$ cat config.mk
export PLATFORM = sky130hd
export DESIGN_NAME = arpc_ram
export DESIGN_NICKNAME = d
export VERILOG_FILES = /design/src/rtl/arpc_ram.sv
export SDC_FILE = /design/constraint.sdc
export NUM_CORES = 1
export LEC_CHECK = 0
export ABC_AREA = 0
export BUFFER_PORTS_ARGS = -buffer_cell sky130_fd_sc_hd__buf_2
export CORE_MARGIN = 4
export CORE_UTILIZATION = 40
export CTS_CLUSTER_SIZE = 14
export DETAILED_ROUTE_END_ITERATION = 10
export PLACE_DENSITY = 0.56
export SLEW_MARGIN = 20
export SYNTH_ARGS = -nofsm -noshare
export SYNTH_HDL_FRONTEND = slang
export SYNTH_SLANG_ARGS = --single-unit
$ cat constraint.sdc
create_clock -name clk -period 1.69 [get_ports clk]
set_input_delay 0 -clock clk [delete_from_list [all_inputs] [get_ports clk]]
set_output_delay 0 -clock clk [all_outputs]
set_load 0.005 [all_outputs]
$ cat src/rtl/arpc_ram.sv
// ----------------------------------------------------------------------------
// arpc_ram
// Generic simple dual-port RAM: one write port, one read port, registered read.
// ----------------------------------------------------------------------------
module arpc_ram #(
	parameter int WIDTH = 8,
	parameter int DEPTH = 16
) (
	input  logic                                   clk,
	input  logic                                   we,
	input  logic [(DEPTH > 1 ? $clog2(DEPTH) : 1)-1:0] waddr,
	input  logic [WIDTH-1:0]                       wdata,
	input  logic                                   re,
	input  logic [(DEPTH > 1 ? $clog2(DEPTH) : 1)-1:0] raddr,
	output logic [WIDTH-1:0]                       rdata
);

	logic [WIDTH-1:0] mem [DEPTH];

	// Write and registered read
	always_ff @(posedge clk) begin
		if (we) begin
			mem[waddr] <= wdata;
		end
		if (re) begin
			rdata <= mem[raddr];
		end
	end

endmodule

==> report_table.html <==
<table>
<tr><th>Metric</th><th>Value</th></tr>
<tr><th colspan="2">Outcome</th></tr>
<tr><td>Run status</td><td>finished clean</td></tr>
<tr><th colspan="2">Routing</th></tr>
<tr><td>Post-DRT Antenna Nets</td><td>0</td></tr>
<tr><td>Initial DRC count</td><td>between 200 and 250</td></tr>
<tr><td>Via count</td><td>approximately 2500</td></tr>
<tr><td>Drt via density</td><td>about 5.2</td></tr>
<tr><td>Length of the first detailed-routing pass in iterations</td><td>4</td></tr>
<tr><td>Sum of routed wire length over all layers</td><td>around 11 mm</td></tr>
<tr><td>Number of remaining DRC errors</td><td>0</td></tr>
<tr><td>Post-detailed-route wirelength per cell</td><td>between 20 and 25 µm</td></tr>
<tr><th colspan="2">Yosys</th></tr>
<tr><td>Portion of the post-synthesis area used by sequential elements</td><td>78.1%</td></tr>
<tr><td>Biggest area contributors in the synthesized netlist</td><td>sky130_fd_sc_hd__edfxtp_1 (78%), sky130_fd_sc_hd__mux4_2 (7.8%), sky130_fd_sc_hd__mux4_1 (7.0%)</td></tr>
<tr><td>Synth Cell Area</td><td>approximately 5200 µm²</td></tr>
<tr><td>Mean cell area of the mapped netlist</td><td>between 20 and 25 µm²</td></tr>
<tr><td>Syn Inst Count</td><td>about 230</td></tr>
<tr><td>Number of distinct library cells after synthesis</td><td>18</td></tr>
<tr><td>Synthesized netlist net count</td><td>248</td></tr>
<tr><td>Synth warn</td><td>0</td></tr>
<tr><td>Post-synth top area share</td><td>between 70% and 80%</td></tr>
<tr><td>Library cell with the largest summed area after synthesis</td><td>sky130_fd_sc_hd__edfxtp_1</td></tr>
<tr><td>Seq cells post-synth</td><td>about 140</td></tr>
<tr><th colspan="2">GRT</th></tr>
<tr><td>Global-route total usage across every layer</td><td>between 10% and 20%</td></tr>
<tr><td>Pin count of the biggest net entering global routing</td><td>23</td></tr>
<tr><td>Antenna violations before repair</td><td>0</td></tr>
<tr><td>Aggregate global routing overflow</td><td>0</td></tr>
<tr><td>Wire length of the first global-routing pass</td><td>around 16 mm</td></tr>
<tr><td>Via count of the first global-routing pass</td><td>around 2500</td></tr>
<tr><th colspan="2">Setup path</th></tr>
<tr><td>Largest driver fanout on the critical path</td><td>1</td></tr>
<tr><td>Setup crit end kind</td><td>flop</td></tr>
<tr><td>Launch instance of the worst register-to-register path</td><td>mem[11][7]</td></tr>
<tr><td>Reg-to-reg slack, setup</td><td>between 0.2 and 0.25 ns</td></tr>
<tr><td>WP data arrival</td><td>1.61 ns</td></tr>
<tr><td>Critical register-to-register path endpoint</td><td>rdata[7]</td></tr>
<tr><td>Data required, critical path</td><td>roughly 1.8 ns</td></tr>
<tr><td>R2R cell count</td><td>3</td></tr>
<tr><td>CP startpoint kind</td><td>flop</td></tr>
<tr><td>Setup CP Type</td><td>flop to flop</td></tr>
<tr><th colspan="2">Cells and area</th></tr>
<tr><td>Final cell area excluding filler cells</td><td>between 6000 and 7000 µm²</td></tr>
<tr><td>Most common cell after layout, fill and taps aside</td><td>sky130_fd_sc_hd__edfxtp_1</td></tr>
<tr><td>Antenna Diode Count</td><td>0</td></tr>
<tr><td>Final nets</td><td>between 300 and 400</td></tr>
<tr><td>Top library cells by usage in the layout, fill and taps aside</td><td>sky130_fd_sc_hd__edfxtp_1 (136), sky130_fd_sc_hd__buf_2 (26), sky130_fd_sc_hd__buf_4 (20)</td></tr>
<tr><td>Number of inserted filler cells in the final layout</td><td>roughly 1100</td></tr>
<tr><td>Area taken by flip-flops and latches</td><td>a little over 4000 µm²</td></tr>
<tr><td>Area taken by multi-input logic gates</td><td>~1100 µm²</td></tr>
<tr><td>Synthesis-to-finish area growth</td><td>21.4%</td></tr>
<tr><td>Share of final-layout standard cells stronger than drive strength 1</td><td>a little under a third</td></tr>
<tr><th colspan="2">Clocking</th></tr>
<tr><td>Htree depth</td><td>4</td></tr>
<tr><td>CTS tree</td><td>done</td></tr>
<tr><td>Num CTS Buffers</td><td>17</td></tr>
<tr><td>Root cell of the clock tree</td><td>sky130_fd_sc_hd__clkbuf_16</td></tr>
<tr><td>Max clock buf depth</td><td>2</td></tr>
<tr><td>Later-pin clock latency in the skew report</td><td>between 0.4 and 0.5 ns</td></tr>
<tr><td>PostCTS Resize Cnt</td><td>0</td></tr>
<tr><td>Number of clock sinks</td><td>136</td></tr>
<tr><td>Worst-path clk slew</td><td>around 0.060 ns</td></tr>
<tr><th colspan="2">Timing</th></tr>
<tr><td>Count of final setup violators</td><td>0</td></tr>
<tr><td>Number of endpoints with negative hold slack in the final report</td><td>0</td></tr>
<tr><td>Worst slew pin tran</td><td>roughly 0.47 ns</td></tr>
<tr><td>Fin crit period</td><td>about 1.5 ns</td></tr>
<tr><td>Unrepaired setup endpoints after global routing</td><td>false</td></tr>
<tr><td>Final number of max-transition violations</td><td>0</td></tr>
<tr><td>Max-Slew Margin vs Limit</td><td>approximately 69%</td></tr>
<tr><td>Final Skew</td><td>between 0.005 and 0.006 ns</td></tr>
<tr><td>Share of the clock period used by the worst path after layout</td><td>just under 90%</td></tr>
<tr><td>Final total negative setup slack</td><td>0 ns</td></tr>
<tr><td>Fmax achieved</td><td>between 600 and 700 MHz</td></tr>
<tr><th colspan="2">Min path</th></tr>
<tr><td>Hold path endpoint</td><td>mem[7][7]</td></tr>
<tr><td>Hold Crit Class</td><td>input pin to flop</td></tr>
<tr><td>HP Start</td><td>waddr[2]</td></tr>
<tr><td>Hold-critical path depth</td><td>3</td></tr>
<tr><th colspan="2">Flow run</th></tr>
<tr><td>Number of maximum-capacitance constraint violations</td><td>0</td></tr>
<tr><th colspan="2">Placement</th></tr>
<tr><td>Port-buffer cells</td><td>26</td></tr>
<tr><td>Global placer's final weighted congestion</td><td>just under 0.7</td></tr>
<tr><td>Detailed Place HPWL</td><td>around 6.7 mm</td></tr>
<tr><td>Placed cell areas</td><td>around 5700 µm²</td></tr>
<tr><th colspan="2">Die</th></tr>
<tr><td>Floorplan die area</td><td>15000 µm²</td></tr>
<tr><td>Placeable core region</td><td>~13000 µm²</td></tr>
<tr><td>Boundary Pins</td><td>27</td></tr>
<tr><td>Horizontal die dimension</td><td>between 100 and 150 µm</td></tr>
<tr><td>Starting Density</td><td>about two fifths</td></tr>
<tr><td>Height of the die</td><td>122 µm</td></tr>
<tr><td>Number of rows created at floorplan</td><td>between 40 and 50</td></tr>
<tr><th colspan="2">Power</th></tr>
<tr><td>Total leakage power</td><td>0.00215 µW</td></tr>
<tr><td>Power Dens Cells</td><td>1200 nW/µm²</td></tr>
<tr><td>Total power</td><td>around 7600 µW</td></tr>
<tr><td>Maximum vdd ir drop</td><td>around 0.68 mV</td></tr>
</table>
## flip-flops by register name, indices dropped and copies added, names as in the netlist
name   count
mem      128
rdata      8
## logic make-up after synthesis
group                  synth area share [%]
and+or+nand+nor                        3.14
buffers and inverters                  1.65
DFF                                    78.1
muxes                                  14.8
AOI/OAI and AO/OA                      2.30
## repair_timing
item                                   CTS  global route
endpoints found under the hold margin  136             0
hold buffers                             9             0
setup buffers                            0             0
## worst max-delay path by stage
stage	to	cells after the start	slack (ns)	from
6_report	rdata[7]	3	0.22	mem[11][7]
5_1_grt	rdata[7]	3	0.11	mem[11][7]
4_1_cts	rdata[7]	3	0.19	mem[11][7]
3_5_place_dp	rdata[1]	5	0.13	raddr[0]
3_3_place_gp	rdata[1]	5	0.11	raddr[0]
2_1_floorplan	mem[0][0]	2	0.20	waddr[2]
## synth_stat cells
| cell type | instances |
|---|---|
| sky130_fd_sc_hd__buf_6 | 3 |
| sky130_fd_sc_hd__buf_2 | 3 |
| sky130_fd_sc_hd__mux4_2 | 18 |
| sky130_fd_sc_hd__buf_4 | 1 |
| sky130_fd_sc_hd__a22oi_1 | 16 |
| sky130_fd_sc_hd__nor2_1 | 13 |
| sky130_fd_sc_hd__edfxtp_1 | 136 |
| sky130_fd_sc_hd__and2_1 | 1 |
| sky130_fd_sc_hd__nand3_1 | 1 |
| sky130_fd_sc_hd__nor2b_1 | 1 |
| sky130_fd_sc_hd__and2b_1 | 1 |
| sky130_fd_sc_hd__nand3b_1 | 2 |
| sky130_fd_sc_hd__or3b_2 | 1 |
| sky130_fd_sc_hd__mux4_1 | 14 |
| sky130_fd_sc_hd__clkdlybuf4s25_2 | 3 |
| sky130_fd_sc_hd__nand2b_1 | 2 |
| sky130_fd_sc_hd__nor3_1 | 4 |
| sky130_fd_sc_hd__nand2_1 | 9 |
## power breakdown
part	leakage (µW)	internal (µW)	switching [µW]	total, µW
clock	0.000269	2140	1310	3450
combinational	0.000646	170	203	373
sequential	0.00124	3800	17.8	3820
## layer usage
layer	global-route usage [%]	part of all wire [%]
met1	21.9	48
met2	22.2	47
met3	3.96	4.1
met4	5.46	1.2
met5	0	0
## through the flow
step           util [%]  instances  setup slack [ns]  hold WS [ns]
3_5_place_dp       44.8        440             0.129         0.381
6_report           49.9        481             0.223         0.161
2_1_floorplan         -        229             0.197        0.0989
3_3_place_gp       44.8        440             0.113         0.383
4_1_cts            49.9        481             0.190         0.146
5_1_grt            49.9        481             0.106         0.176
## critical path, cell delays in order (launching register included)
cell                       delay [ns]
sky130_fd_sc_hd__edfxtp_1        0.38
sky130_fd_sc_hd__mux4_2          0.51
sky130_fd_sc_hd__a22oi_1         0.21
sky130_fd_sc_hd__nand2_1         0.11
## area by class of cell
| type | count | share of cell area (%) |
|---|---|---|
| Clock buffer | 17 | 6.70 |
| Clock inverter | 15 | 2.15 |
| Multi-Input combinational cell | 83 | 16.7 |
| Sequential cell | 136 | 64.3 |
| Tap cell | 172 | 3.39 |
| Timing Repair Buffer | 58 | 6.78 |
No activity file was read; power rests on OpenSTA's default activity.
